$ cat src/rtl/assert_macros.svh
// Assertion macros shared by the RTL files that carry checks.
`ifndef ASSERT_MACROS_SVH
`define ASSERT_MACROS_SVH

// Expression must hold at every clock edge out of reset
`define ASSERT_ALWAYS(label, expr, msg) \
  label: assert property (@(posedge clk) disable iff (!rst_n) (expr)) else $error(msg);

// Same-cycle implication
`define ASSERT_IMPLY(label, ante, cons, msg) \
  label: assert property (@(posedge clk) disable iff (!rst_n) (ante) |-> (cons)) else $error(msg);

// Next-cycle implication
`define ASSERT_NEXT(label, ante, cons, msg) \
  label: assert property (@(posedge clk) disable iff (!rst_n) (ante) |=> (cons)) else $error(msg);

`endif

$ cat src/rtl/lkv_pkg.sv
// Shared constants, codes and control types of the LRU key-value cache.
package lkv_pkg;

  // Storage geometry
  localparam int ENTRIES    = 16;
  localparam int KEY_BITS   = 32;
  localparam int VALUE_BITS = 32;

  // Occupancy counter holds up to ENTRIES + 1 (list length before trimming)
  localparam int CNT_W = $clog2(ENTRIES + 2);
  // Index into the ENTRIES + 1 slots of the shifted list
  localparam int SEL_W = $clog2(ENTRIES + 1);

  // Configuration port
  localparam int CAP_W      = 5;
  localparam int CFG_IDX_W  = 1;
  localparam int CFG_DATA_W = CAP_W;
  localparam int CMP_W      = (CAP_W > CNT_W) ? CAP_W : CNT_W;

  localparam logic [CFG_IDX_W-1:0] CFG_CAPACITY = 1'd0;
  localparam logic [CFG_IDX_W-1:0] CFG_HAS_NEXT = 1'd1;
  localparam logic [CAP_W-1:0]     CAP_RESET    = 5'd16;

  // Request kinds
  localparam logic REQ_READ  = 1'b0;
  localparam logic REQ_WRITE = 1'b1;

  // Result status codes
  typedef enum logic [1:0] {
    STAT_READ_HIT       = 2'd0,
    STAT_READ_FETCH     = 2'd1,
    STAT_READ_NOT_FOUND = 2'd2,
    STAT_WRITE_DONE     = 2'd3
  } status_t;

  // Sequencer states
  typedef enum logic [1:0] {
    S_IDLE,
    S_CMP,
    S_UPD
  } fsm_state_t;

  // Controls from the sequencer to the chain
  typedef struct packed {
    logic cmp_en;
    logic upd_en;
    logic is_write;
  } chain_ctl_t;

  // Controls from the chain to one cell
  typedef struct packed {
    logic cmp_en;
    logic upd_en;
    logic shift_en;
    logic valid;
  } cell_ctl_t;

endpackage

$ cat src/rtl/lru_key_value_cache.sv
// Top level of the fully associative LRU key-value cache.
// A request passes the compare and update states; the result is registered at the end of the update state.
// The cells register their key matches in the compare state and shift the row in the update state;
// busy covers both, so a new request is taken only once the last one is through.
// Reset: empty cache, capacity 16, no next level, no result pending.
// The result is shown for one cycle only; the receiver cannot stall it.
`include "assert_macros.svh"

module lru_key_value_cache import lkv_pkg::*; (
  input  logic                  clk,
  input  logic                  rst_n,
  // Request channel
  input  logic                  start,
  output logic                  busy,
  input  logic                  in_req_type,
  input  logic [KEY_BITS-1:0]   in_key,
  input  logic [VALUE_BITS-1:0] in_wr_value,
  // Result channel
  output logic                  out_valid,
  output logic [1:0]            out_status,
  output logic [VALUE_BITS-1:0] out_rd_value,
  output logic                  out_evict_valid,
  output logic [KEY_BITS-1:0]   out_evict_key,
  output logic [VALUE_BITS-1:0] out_evict_value,
  // Configuration
  input  logic                  cfg_we,
  input  logic [CFG_IDX_W-1:0]  cfg_index,
  input  logic [CFG_DATA_W-1:0] cfg_wdata
);

  fsm_state_t            state_r, state_nxt;
  logic                  accept;
  chain_ctl_t            cctl;

  logic [CAP_W-1:0]      cap_r;
  logic                  has_next_r;
  logic [CNT_W-1:0]      count_r, count_nxt;
  logic [CNT_W-1:0]      cap_eff;
  logic [CNT_W-1:0]      n_new;
  logic                  evict;
  logic [SEL_W-1:0]      ev_sel;

  logic                  req_type_r;
  logic [KEY_BITS-1:0]   req_key_r;
  logic [VALUE_BITS-1:0] req_value_r;

  logic [ENTRIES-1:0]    match_vec;
  logic                  hit;
  logic [VALUE_BITS-1:0] hit_value;
  logic [KEY_BITS-1:0]   ev_key;
  logic [VALUE_BITS-1:0] ev_value;

  status_t               status_nxt;
  logic                  out_valid_r;
  status_t               out_status_r;
  logic [VALUE_BITS-1:0] out_rd_value_r;
  logic                  out_evict_valid_r;
  logic [KEY_BITS-1:0]   out_evict_key_r;
  logic [VALUE_BITS-1:0] out_evict_value_r;

  assign accept = start && !busy;

  // Sequencer: next state
  always_comb begin
    state_nxt = state_r;
    unique case (state_r)
      S_IDLE:  if (accept) state_nxt = S_CMP;
      S_CMP:   state_nxt = S_UPD;
      S_UPD:   state_nxt = S_IDLE;
      default: state_nxt = S_IDLE;
    endcase
  end

  // Sequencer: outputs
  always_comb begin
    busy          = 1'b1;
    cctl.cmp_en   = 1'b0;
    cctl.upd_en   = 1'b0;
    cctl.is_write = (req_type_r == REQ_WRITE);
    unique case (state_r)
      S_IDLE:  busy = 1'b0;
      S_CMP:   cctl.cmp_en = 1'b1;
      S_UPD:   cctl.upd_en = 1'b1;
      default: busy = 1'b1;
    endcase
  end

  always_ff @(posedge clk) begin
    if (!rst_n) begin
      state_r <= S_IDLE;
    end else begin
      state_r <= state_nxt;
    end
  end

  // Request capture
  always_ff @(posedge clk) begin
    if (accept) begin
      req_type_r  <= in_req_type;
      req_key_r   <= in_key;
      req_value_r <= in_wr_value;
    end
  end

  // Configuration registers
  always_ff @(posedge clk) begin
    if (!rst_n) begin
      cap_r      <= CAP_RESET;
      has_next_r <= 1'b0;
    end else if (cfg_we) begin
      unique case (cfg_index)
        CFG_CAPACITY: cap_r      <= cfg_wdata[CAP_W-1:0];
        CFG_HAS_NEXT: has_next_r <= cfg_wdata[0];
      endcase
    end
  end

  // Effective capacity, clamped to 1..ENTRIES
  always_comb begin
    priority if (cap_r == '0) begin
      cap_eff = CNT_W'(1);
    end else if (CMP_W'(cap_r) > CMP_W'(ENTRIES)) begin
      cap_eff = CNT_W'(ENTRIES);
    end else begin
      cap_eff = CNT_W'(cap_r);
    end
  end

  // List length after a write, trimming and eviction slot
  assign n_new     = count_r + CNT_W'(1) - CNT_W'(hit);
  assign evict     = n_new > cap_eff;
  assign ev_sel    = SEL_W'(n_new - CNT_W'(1));
  assign count_nxt = evict ? cap_eff : n_new;

  always_ff @(posedge clk) begin
    if (!rst_n) begin
      count_r <= '0;
    end else if (cctl.upd_en && cctl.is_write) begin
      count_r <= count_nxt;
    end
  end

  lkv_chain u_chain (
    .clk         (clk),
    .rst_n       (rst_n),
    .ctl         (cctl),
    .req_key     (req_key_r),
    .req_value   (req_value_r),
    .count       (count_r),
    .ev_sel      (ev_sel),
    .match_vec   (match_vec),
    .hit         (hit),
    .hit_value   (hit_value),
    .evict_key   (ev_key),
    .evict_value (ev_value)
  );

  // Result status
  always_comb begin
    priority if (cctl.is_write) begin
      status_nxt = STAT_WRITE_DONE;
    end else if (hit) begin
      status_nxt = STAT_READ_HIT;
    end else if (has_next_r) begin
      status_nxt = STAT_READ_FETCH;
    end else begin
      status_nxt = STAT_READ_NOT_FOUND;
    end
  end

  // Result strobe
  always_ff @(posedge clk) begin
    if (!rst_n) begin
      out_valid_r <= 1'b0;
    end else begin
      out_valid_r <= cctl.upd_en;
    end
  end

  // Result payload, taken in the update cycle
  always_ff @(posedge clk) begin
    if (cctl.upd_en) begin
      out_status_r      <= status_nxt;
      out_rd_value_r    <= (!cctl.is_write && hit) ? hit_value : '0;
      out_evict_valid_r <= cctl.is_write && evict;
      out_evict_key_r   <= (cctl.is_write && evict) ? ev_key : '0;
      out_evict_value_r <= (cctl.is_write && evict) ? ev_value : '0;
    end
  end

  assign out_valid       = out_valid_r;
  assign out_status      = out_status_r;
  assign out_rd_value    = out_rd_value_r;
  assign out_evict_valid = out_evict_valid_r;
  assign out_evict_key   = out_evict_key_r;
  assign out_evict_value = out_evict_value_r;

  // Checks
  `ASSERT_IMPLY(a_strobe_after_upd, out_valid, $past(state_r == S_UPD), "strobe without update")
  `ASSERT_ALWAYS(a_count_bound, count_r <= CNT_W'(ENTRIES), "occupancy beyond row length")
  `ASSERT_ALWAYS(a_match_onehot0, $onehot0(match_vec), "key held in more than one cell")
  `ASSERT_NEXT(a_write_fills, cctl.upd_en && cctl.is_write, count_r != '0, "write left cache empty")

endmodule

$ cat src/rtl/lkv_cell.sv
// One cache cell: holds a key/value pair, compares its key, takes its neighbor's pair on shift.
module lkv_cell import lkv_pkg::*; (
  input  logic                  clk,
  input  logic                  rst_n,
  input  cell_ctl_t             ctl,
  input  logic [KEY_BITS-1:0]   cmp_key,
  input  logic [KEY_BITS-1:0]   prev_key,
  input  logic [VALUE_BITS-1:0] prev_value,
  output logic [KEY_BITS-1:0]   key_r,
  output logic [VALUE_BITS-1:0] value_r,
  output logic [KEY_BITS-1:0]   key_nxt,
  output logic [VALUE_BITS-1:0] value_nxt,
  output logic                  match_r
);

  // Shift in from the neighbor closer to the front
  assign key_nxt   = (ctl.upd_en && ctl.shift_en) ? prev_key : key_r;
  assign value_nxt = (ctl.upd_en && ctl.shift_en) ? prev_value : value_r;

  always_ff @(posedge clk) begin
    key_r   <= key_nxt;
    value_r <= value_nxt;
  end

  // Match flag, only for occupied cells
  always_ff @(posedge clk) begin
    if (!rst_n) begin
      match_r <= 1'b0;
    end else if (ctl.cmp_en) begin
      match_r <= ctl.valid && (cmp_key == key_r);
    end
  end

endmodule

$ cat src/rtl/lkv_chain.sv
// Row of cells in recency order, with the hit and eviction selection around it.
module lkv_chain import lkv_pkg::*; (
  input  logic                  clk,
  input  logic                  rst_n,
  input  chain_ctl_t            ctl,
  input  logic [KEY_BITS-1:0]   req_key,
  input  logic [VALUE_BITS-1:0] req_value,
  input  logic [CNT_W-1:0]      count,
  input  logic [SEL_W-1:0]      ev_sel,
  output logic [ENTRIES-1:0]    match_vec,
  output logic                  hit,
  output logic [VALUE_BITS-1:0] hit_value,
  output logic [KEY_BITS-1:0]   evict_key,
  output logic [VALUE_BITS-1:0] evict_value
);

  logic [KEY_BITS-1:0]   key_q   [ENTRIES];
  logic [VALUE_BITS-1:0] val_q   [ENTRIES];
  logic [KEY_BITS-1:0]   key_n   [ENTRIES];
  logic [VALUE_BITS-1:0] val_n   [ENTRIES];
  logic [KEY_BITS-1:0]   prev_k  [ENTRIES];
  logic [VALUE_BITS-1:0] prev_v  [ENTRIES];
  logic [KEY_BITS-1:0]   hit_key;
  logic [KEY_BITS-1:0]   front_key;
  logic [VALUE_BITS-1:0] front_value;

  assign hit = |match_vec;

  // Pick the hit entry (at most one cell matches)
  always_comb begin
    hit_key   = '0;
    hit_value = '0;
    for (int i = 0; i < ENTRIES; i++) begin
      hit_key   = hit_key   | (key_q[i] & {KEY_BITS{match_vec[i]}});
      hit_value = hit_value | (val_q[i] & {VALUE_BITS{match_vec[i]}});
    end
  end

  // New front entry: the written pair, or the hit pair on a read
  assign front_key   = ctl.is_write ? req_key : hit_key;
  assign front_value = ctl.is_write ? req_value : hit_value;

  // Cells
  for (genvar i = 0; i < ENTRIES; i++) begin : g_cell
    cell_ctl_t cctl;

    if (i == 0) begin : g_front
      assign prev_k[i] = front_key;
      assign prev_v[i] = front_value;
    end else begin : g_rest
      assign prev_k[i] = key_q[i-1];
      assign prev_v[i] = val_q[i-1];
    end

    // Cells up to the hit position shift; a write miss shifts the whole row
    assign cctl.cmp_en   = ctl.cmp_en;
    assign cctl.upd_en   = ctl.upd_en;
    assign cctl.shift_en = (ctl.is_write && !hit) || (|(match_vec >> i));
    assign cctl.valid    = CNT_W'(i) < count;

    lkv_cell u_cell (
      .clk        (clk),
      .rst_n      (rst_n),
      .ctl        (cctl),
      .cmp_key    (req_key),
      .prev_key   (prev_k[i]),
      .prev_value (prev_v[i]),
      .key_r      (key_q[i]),
      .value_r    (val_q[i]),
      .key_nxt    (key_n[i]),
      .value_nxt  (val_n[i]),
      .match_r    (match_vec[i])
    );
  end

  // Last entry of the shifted list; the slot past the row is the entry shifted out
  always_comb begin
    evict_key   = (ev_sel == SEL_W'(ENTRIES)) ? key_q[ENTRIES-1] : '0;
    evict_value = (ev_sel == SEL_W'(ENTRIES)) ? val_q[ENTRIES-1] : '0;
    for (int j = 0; j < ENTRIES; j++) begin
      evict_key   = evict_key   | (key_n[j] & {KEY_BITS{ev_sel == SEL_W'(j)}});
      evict_value = evict_value | (val_n[j] & {VALUE_BITS{ev_sel == SEL_W'(j)}});
    end
  end

endmodule

$ cat config.mk
export PLATFORM = sky130hd
export DESIGN_NAME = lru_key_value_cache
export DESIGN_NICKNAME = d
export VERILOG_FILES = /design/src/rtl/lkv_pkg.sv /design/src/rtl/lru_key_value_cache.sv /design/src/rtl/lkv_cell.sv /design/src/rtl/lkv_chain.sv
export VERILOG_INCLUDE_DIRS = /design/src /design/src/rtl
export SDC_FILE = /design/constraint.sdc
export NUM_CORES = 2
export LEC_CHECK = 0
export BUFFER_PORTS_ARGS = -buffer_cell sky130_fd_sc_hd__buf_2
export CORE_MARGIN = 2
export CORE_UTILIZATION = 40
export CTS_CLUSTER_DIAMETER = 50
export DETAILED_ROUTE_END_ITERATION = 8
export GPL_ROUTABILITY_DRIVEN = 0
export REMOVE_ABC_BUFFERS = 1
export SYNTH_ARGS = -nofsm -noshare
export SYNTH_HDL_FRONTEND = slang
export SYNTH_HIERARCHICAL = 1
export SYNTH_SLANG_ARGS = --single-unit
$ cat constraint.sdc
create_clock -name clk -period 17.5 [get_ports clk]
set_input_delay 3.5 -clock clk [delete_from_list [all_inputs] [get_ports clk]]
set_output_delay 3.5 -clock clk [all_outputs]
set_load 0.01 [all_outputs]
==> Word-level counts from Yosys, hierarchy flattened <==
Cells that the tools add are included.
{ "totals": {"ff_bits": 1218, "latchBits": 0, "ram_bits": 0, "rom_bits": 0, "out_inout_bits": 101, "mem_count": 0} }
{ "classes": {"add_sub_neg": 3, "mul": 0, "n_div": 0, "order_cmp": 18, "eq_ne": 35, "shift": 0, "n_mux": 46, "bitwise": 127, "n_reduce_logical": 75} }
{ "ops": {"columns": ["operator", "count"], "rows": [
  ["$and A32 B32 Y32", 64],
  ["$or A32 B32 Y32", 62],
  ["$mux W32", 36],
  ["$eq A32 B32 Y1", 16],
  ["$eq A5 B4 Y1 const B", 8],
  ["$lt A4 B5 Y1 const A", 8],
  ["$logic_and A1 B1 Y1", 37],
  ["$eq A5 B3 Y1 const B", 4],
  ["$lt A3 B5 Y1 const A", 4],
  ["$logic_or A1 B1 Y1", 16],
  ["$reduce_or A16 Y1", 1],
  ["$mux W5", 3],
  ["$reduce_or A15 Y1", 1],
  ["$reduce_or A14 Y1", 1],
  ["$reduce_or A13 Y1", 1],
  ["$reduce_or A12 Y1", 1],
  ["$reduce_or A11 Y1", 1],
  ["$eq A5 B2 Y1 const B", 2],
  ["$logic_not A5 Y1", 2],
  ["$lt A1 B5 Y1 const A", 2],
  ["$lt A2 B5 Y1 const A", 2],
  ["$reduce_or A10 Y1", 1],
  ["$reduce_or A9 Y1", 1],
  ["$reduce_or A8 Y1", 1],
  ["23 further kinds", 29]
]} }

==> Logic depth before layout (Yosys ltp) <==
{ "depth": {"word_depth": 35, "depth_mapped": 22, "mapped_depth_nobuf": 18} }

==> Cells and area by module <==
Netlist, hierarchy kept.
{ "by_module_without_submodules": {"columns": ["mod", "instances", "cells_per_inst", "area_per_inst_um2", "seq_area_each_um2"], "rows": [
  ["lkv_cell", 16, 182, 2464.9, 1301.2],
  ["lkv_chain", 1, 1763, 13030.0, 0.0],
  ["lru_key_value_cache", 1, 383, 6525.0, 5205.0]
]} }

==> Least setup slack after synthesis <==
OpenSTA, ideal clock, no wires.
{ "synth_path": {"path_kind": "reg2reg", "startpoint": "reg state_r[1]", "endpoint": "reg out_evict_value_r[17] (netlist: out_evict_value[17]) (data pin)", "setup_ns": 0.255, "arrival_ns": 8.657, "slack_ns": 8.588, "path_stages_with_launch": 10, "path_buffers": 1, "period_less_slack_ns": 8.912, "cell_sequence": "dfxtp_1 -> nor2b_1 -> nand2_2 -> clkbuf_8 -> mux2_2 -> mux4_2 -> a222oi_1 -> o21ai_0 -> nand4b_1 -> and3_1"} }
{ "synth_rtl": {"columns": ["element", "line_no", "rtl"], "rows": [
  ["from (decl)", "lru_key_value_cache.sv:31", "fsm_state_t state_r, state_nxt;"],
  ["from (signal assigned)", "lru_key_value_cache.sv:92", "state_r <= state_nxt;"],
  ["to (signal assigned)", "lru_key_value_cache.sv:187", "out_evict_value_r <= (cctl.is_write && evict) ? ev_value : '0;"],
  ["to (decl)", "lru_key_value_cache.sv:59", "logic [VALUE_BITS-1:0] out_evict_value_r;"]
]} }

==> Final worst setup path <==
{ "layout_path": {"startpoint": "reg u_chain.g_cell[10].u_cell.match_r", "endpoint": "reg out_evict_key_r[19] (netlist: out_evict_key[19]) (data pin)"} }
{ "layout_between": {"word_cells_on_any_way": 123, "cone_classes": "add/sub (2); order compare (1); eq/ne (16); mux (18); bitwise (39); reduce/logical (47)"} }
{ "layout_rtl": {"columns": ["element", "line_no", "rtl"], "rows": [
  ["from (decl)", "lkv_cell.sv:13", "output logic match_r"],
  ["from (signal assigned)", "lkv_cell.sv:30", "match_r <= ctl.valid && (cmp_key == key_r);"],
  ["$reduce_or A16 Y1 (*)", "lkv_chain.sv:27", "assign hit = |match_vec;"],
  ["net hit", "lru_key_value_cache.sv:48", "logic hit;"],
  ["$sub A5 B1 Y5 (*)", "lru_key_value_cache.sv:130", "assign n_new = count_r + CNT_W'(1) - CNT_W'(hit);"],
  ["$sub A5 B1 Y5 (*)", "lru_key_value_cache.sv:132", "assign ev_sel = SEL_W'(n_new - CNT_W'(1));"],
  ["net ev_sel[0]", "lru_key_value_cache.sv:41", "logic [SEL_W-1:0] ev_sel;"],
  ["$eq A5 B5 Y1 / $logic_not A5 Y1 (equally long branches)", "lkv_chain.sv:78, lkv_chain.sv:81", null],
  ["$mux W32 / $and A32 B32 Y32 (equally long branches)", "lkv_chain.sv:78, lkv_chain.sv:81", null],
  ["$or A32 B32 Y32 (15 in a row)", "lkv_chain.sv:81", "evict_key = evict_key | (key_n[j] & {KEY_BITS{ev_sel == SEL_W'(j)}});"],
  ["$or A32 B32 Y32 (*)", "lkv_chain.sv:81", null],
  ["net ev_key[19]", "lru_key_value_cache.sv:50", "logic [KEY_BITS-1:0] ev_key;"],
  ["to (signal assigned)", "lru_key_value_cache.sv:186", "out_evict_key_r <= (cctl.is_write && evict) ? ev_key : '0;"],
  ["to (decl)", "lru_key_value_cache.sv:58", "logic [KEY_BITS-1:0] out_evict_key_r;"]
]} }
The timed path passes the listed nets; every way through them passes the cells marked *.
A chain may end at the register's enable or synchronous reset.

==> flow_summary.ini <==
[status]
status = finished clean

[sta]
setup-tns-final_ps = 0
tightest_slew_ps = 1430
fin_crit_sh_pct = 49.7
period_needed_ps = 8690
fmax_mhz = 115
maxSlewViolCount = 0
finalSetupViolations = 0
slew_headroom_pct = 3.70
hold_viol = 0
skew_ps = 35.7
setup_ws_ps = 8810
rsz0062_at_grt = false

[die]
coreArea_um2 = 146000
die_h_um = 388
start_util_pct = 40.4
fp-row-count = 140
fp.dieW_um = 388
die_area_um2 = 151000
ioPinCount = 176

[placement]
io_buffers = 175
pre_cts_ws_ps = 9270
hpwl_um = 156000

[grt]
gr-total-overflow = 0
grt_pass1_vias = 48700
grt_pass1_wl_um = 365000
antenna_found_initial = 7
grt_max_degree = 102
grtUsageTotal_pct = 33.5

[clock_tree]
clockBufferDepth = 3
cts_hold_buf = 0
clkSlewWorstSetupHoldPaths_ps = 60
clock_sinks = 1218
postCtsSetupBuffers = 0
h-tree-depth = 4
clock_latency_ps = 810
cts_made_buffers = 148
root_buffer = clkbuf_16
ctsResizeCount = 0
cts_tree = yes

[worst_setup_path]
crit_fanout = 59
cpLargestDelayFamily = simple AND/OR/NAND/NOR gates
cp_cell_sequence = or3_1, or3_1, or4_4, or4_4, inv_1, ha_1, clkinv_2, ha_1, xnor2_2, buf_12, nand3b_1, nor2_4, buf_4, a22oi_1, and3_1, nand4_1, and3_1
crit_slowest_cell = nor2_4
worst-path-buf-inv = 4
cp_data_required_time_ps = 18150
worstSetupPathType = reg2reg
worstPathArrival_ps = 9340
r2r_cells = 17
r2r-end = out_evict_key[19]
cp-start-kind = register
reg2reg_slack_ps = 8810
slowest_delay_ps = 1080
cp_num_cells = 17
timing.rr.start = u_chain/g_cell[10].u_cell/match_r
worst_setup_path_end_kind = register

[synth]
synth.distinct_cells = 68
synth_enable_flop_cells = 164
syn_area_um2 = 59000
yosysWarnings = 6
synthArstFlopShare_pct = 0
avgSynthCellArea_um2 = 11.7
ys_seq_area_share_pct = 44.1
synthCells = 5058
synthFlopType = dfxtp_1
ys_ff_latch = 1218

[routing]
highest_layer = met5
wl_um = 263000
wl_met2_um = 108000
num_vias = 49500
ant_nets = 0
met1Wirelength_um = 102000
route.met3.wl_um = 33400
post_drt_via_cell_ratio = 6.90
wire_per_inst_um = 36.7
initialDrtViolationCount = 8193
drc = 0
first_pass_iters = 9

[pwr]
p_leak_nw = 25.2
peakVddDrop_uv = 83.2
power_density_nw_per_um2 = 105

[worst_hold_path]
min_path_type = reg2reg
holdPathStages = 1
hold_start = u_chain/g_cell[8].u_cell/value_r[6]
min_to = u_chain/g_cell[9].u_cell/value_r[6]

[finish]
layout-drive-gt1-share_pct = 32.5
layout_commonest_cell = mux2_2
area_delta_synth_final_pct = 12.1
fin_nets = 5216
layout_common_cells = mux2_2 (1107), dfxtp_1 (1038), xnor2_1 (466), a22oi_1 (328), a22o_1 (294)
nFillCells = 13600

[job]
drv_cap = 0
-- cells in the mapped netlist, types with 7 or more instances --
cell type,n,area share (%)
mux2_2,1107,21
nor2b_1,13,0.14
o22ai_1,10,0.11
clkbuf_1,161,1.0
dfxtp_1,1054,36
nor2_1,43,0.27
nand2_2,16,0.17
ha_1,12,0.25
nor3_1,31,0.26
o211ai_1,14,0.18
xor2_1,50,0.74
and4_1,27,0.40
mux2i_1,79,1.3
nor4_1,42,0.45
nand4_1,242,2.6
and2_1,39,0.41
or3_1,12,0.13
buf_2,51,0.43
nand3b_1,18,0.23
a22oi_1,328,4.2
xnor2_1,468,6.9
a2bb2oi_1,7,0.10
clkbuf_8,32,0.75
a22o_1,294,4.4
o21ai_0,14,0.12
and3_1,79,0.84
nand3_1,24,0.20
edfxtp_1,164,8.3
buf_1,41,0.26
or2_2,8,0.085
a221oi_1,288,4.3
a21oi_1,26,0.22
a222oi_1,25,0.42
nand2_1,92,0.59
or4_1,13,0.17
inv_1,15,0.095
buf_6,65,1.2
-- layout make-up --
cell class / count / area (um2) / area share, %
timing repair buffer: 276 / 1670 / 2.53
tap: 1917 / 2400 / 3.63
multi-input combinational: 3470 / 31000 / 46.8
clock buffer: 201 / 4230 / 6.40
clock inverter: 72 / 707 / 1.07
antenna: 5 / 12.5 / 0.0189
sequential: 1218 / 26100 / 39.5
inverter: 15 / 57.6 / 0.0871
-- per-layer routing --
metal  track usage, %  up-vias
met4             22.0        4
met1             43.5    24000
met3             9.18     1218
met2             48.5     4324
met5            0.670        -
li1                 -    19900
-- power breakdown --
part | total (mW) | internal [mW] | switching (mW)
combinational | 0.665 | 0.272 | 0.393
sequential | 3.13 | 2.96 | 0.169
clock | 3.13 | 1.82 | 1.31
total | 6.93 | 5.05 | 1.87
-- cells by family (layout without fill, tap and decap cells) --
| group | after synthesis | count (layout) | share of synthesized area (%) |
|---|---|---|---|
| simple gates | 717 | 717 | 7.15 |
| fa+ha+maj | 12 | 12 | 0.255 |
| xor+xnor | 518 | 518 | 7.69 |
| other cells | 0 | 5 | 0 |
| flops | 1218 | 1218 | 44.1 |
| buf+inv | 370 | 564 | 3.86 |
| mux | 1188 | 1188 | 22.5 |
| compound gates | 1035 | 1035 | 14.4 |
-- worst max path at each step --
| stage | from | endpoint |
|---|---|---|
| 2_1_floorplan | u_chain/g_cell[9].u_cell/match_r | out_evict_value[30] |
| 3_3_place_gp | u_chain/g_cell[10].u_cell/match_r | out_evict_value[23] |
| 3_5_place_dp | u_chain/g_cell[10].u_cell/match_r | out_evict_key[19] |
| 4_1_cts | u_chain/g_cell[10].u_cell/match_r | out_evict_key[19] |
| 5_1_grt | u_chain/g_cell[8].u_cell/match_r | out_evict_key[19] |
| 6_report | u_chain/g_cell[10].u_cell/match_r | out_evict_key[19] |
-- sequential cells by signal (all words and copies together) (netlist names) --
signal,cells
req_value_r,32
req_type_r,1
u_chain/g_cell.u_cell/key_r,512
u_chain/g_cell.u_cell/value_r,512
has_next_r,1
count_r,5
cap_r,5
out_status,2
u_chain/g_cell.u_cell/match_r,16
state_r,2
out_rd_value,32
out_evict_key,32
req_key_r,32
out_evict_value,32
out_valid,1
out_evict_valid,1
-- metrics by stage --
step / std cells / area, um2 / power [mW] / utilization, % / hold slack (ps)
5_1_grt: 7169 / 66100 / 7.08 / 45.2 / 543
6_report: 7174 / 66100 / 6.93 / 45.3 / 521
3_5_place_dp: 6896 / 61200 / 3.82 / 41.9 / 511
4_1_cts: 7169 / 66100 / 6.91 / 45.2 / 513
2_1_floorplan: 4703 / 56800 / 3.53 / - / 457
3_3_place_gp: 6896 / 61200 / 3.82 / 41.9 / 505
(Power assumes the default switching activity.)
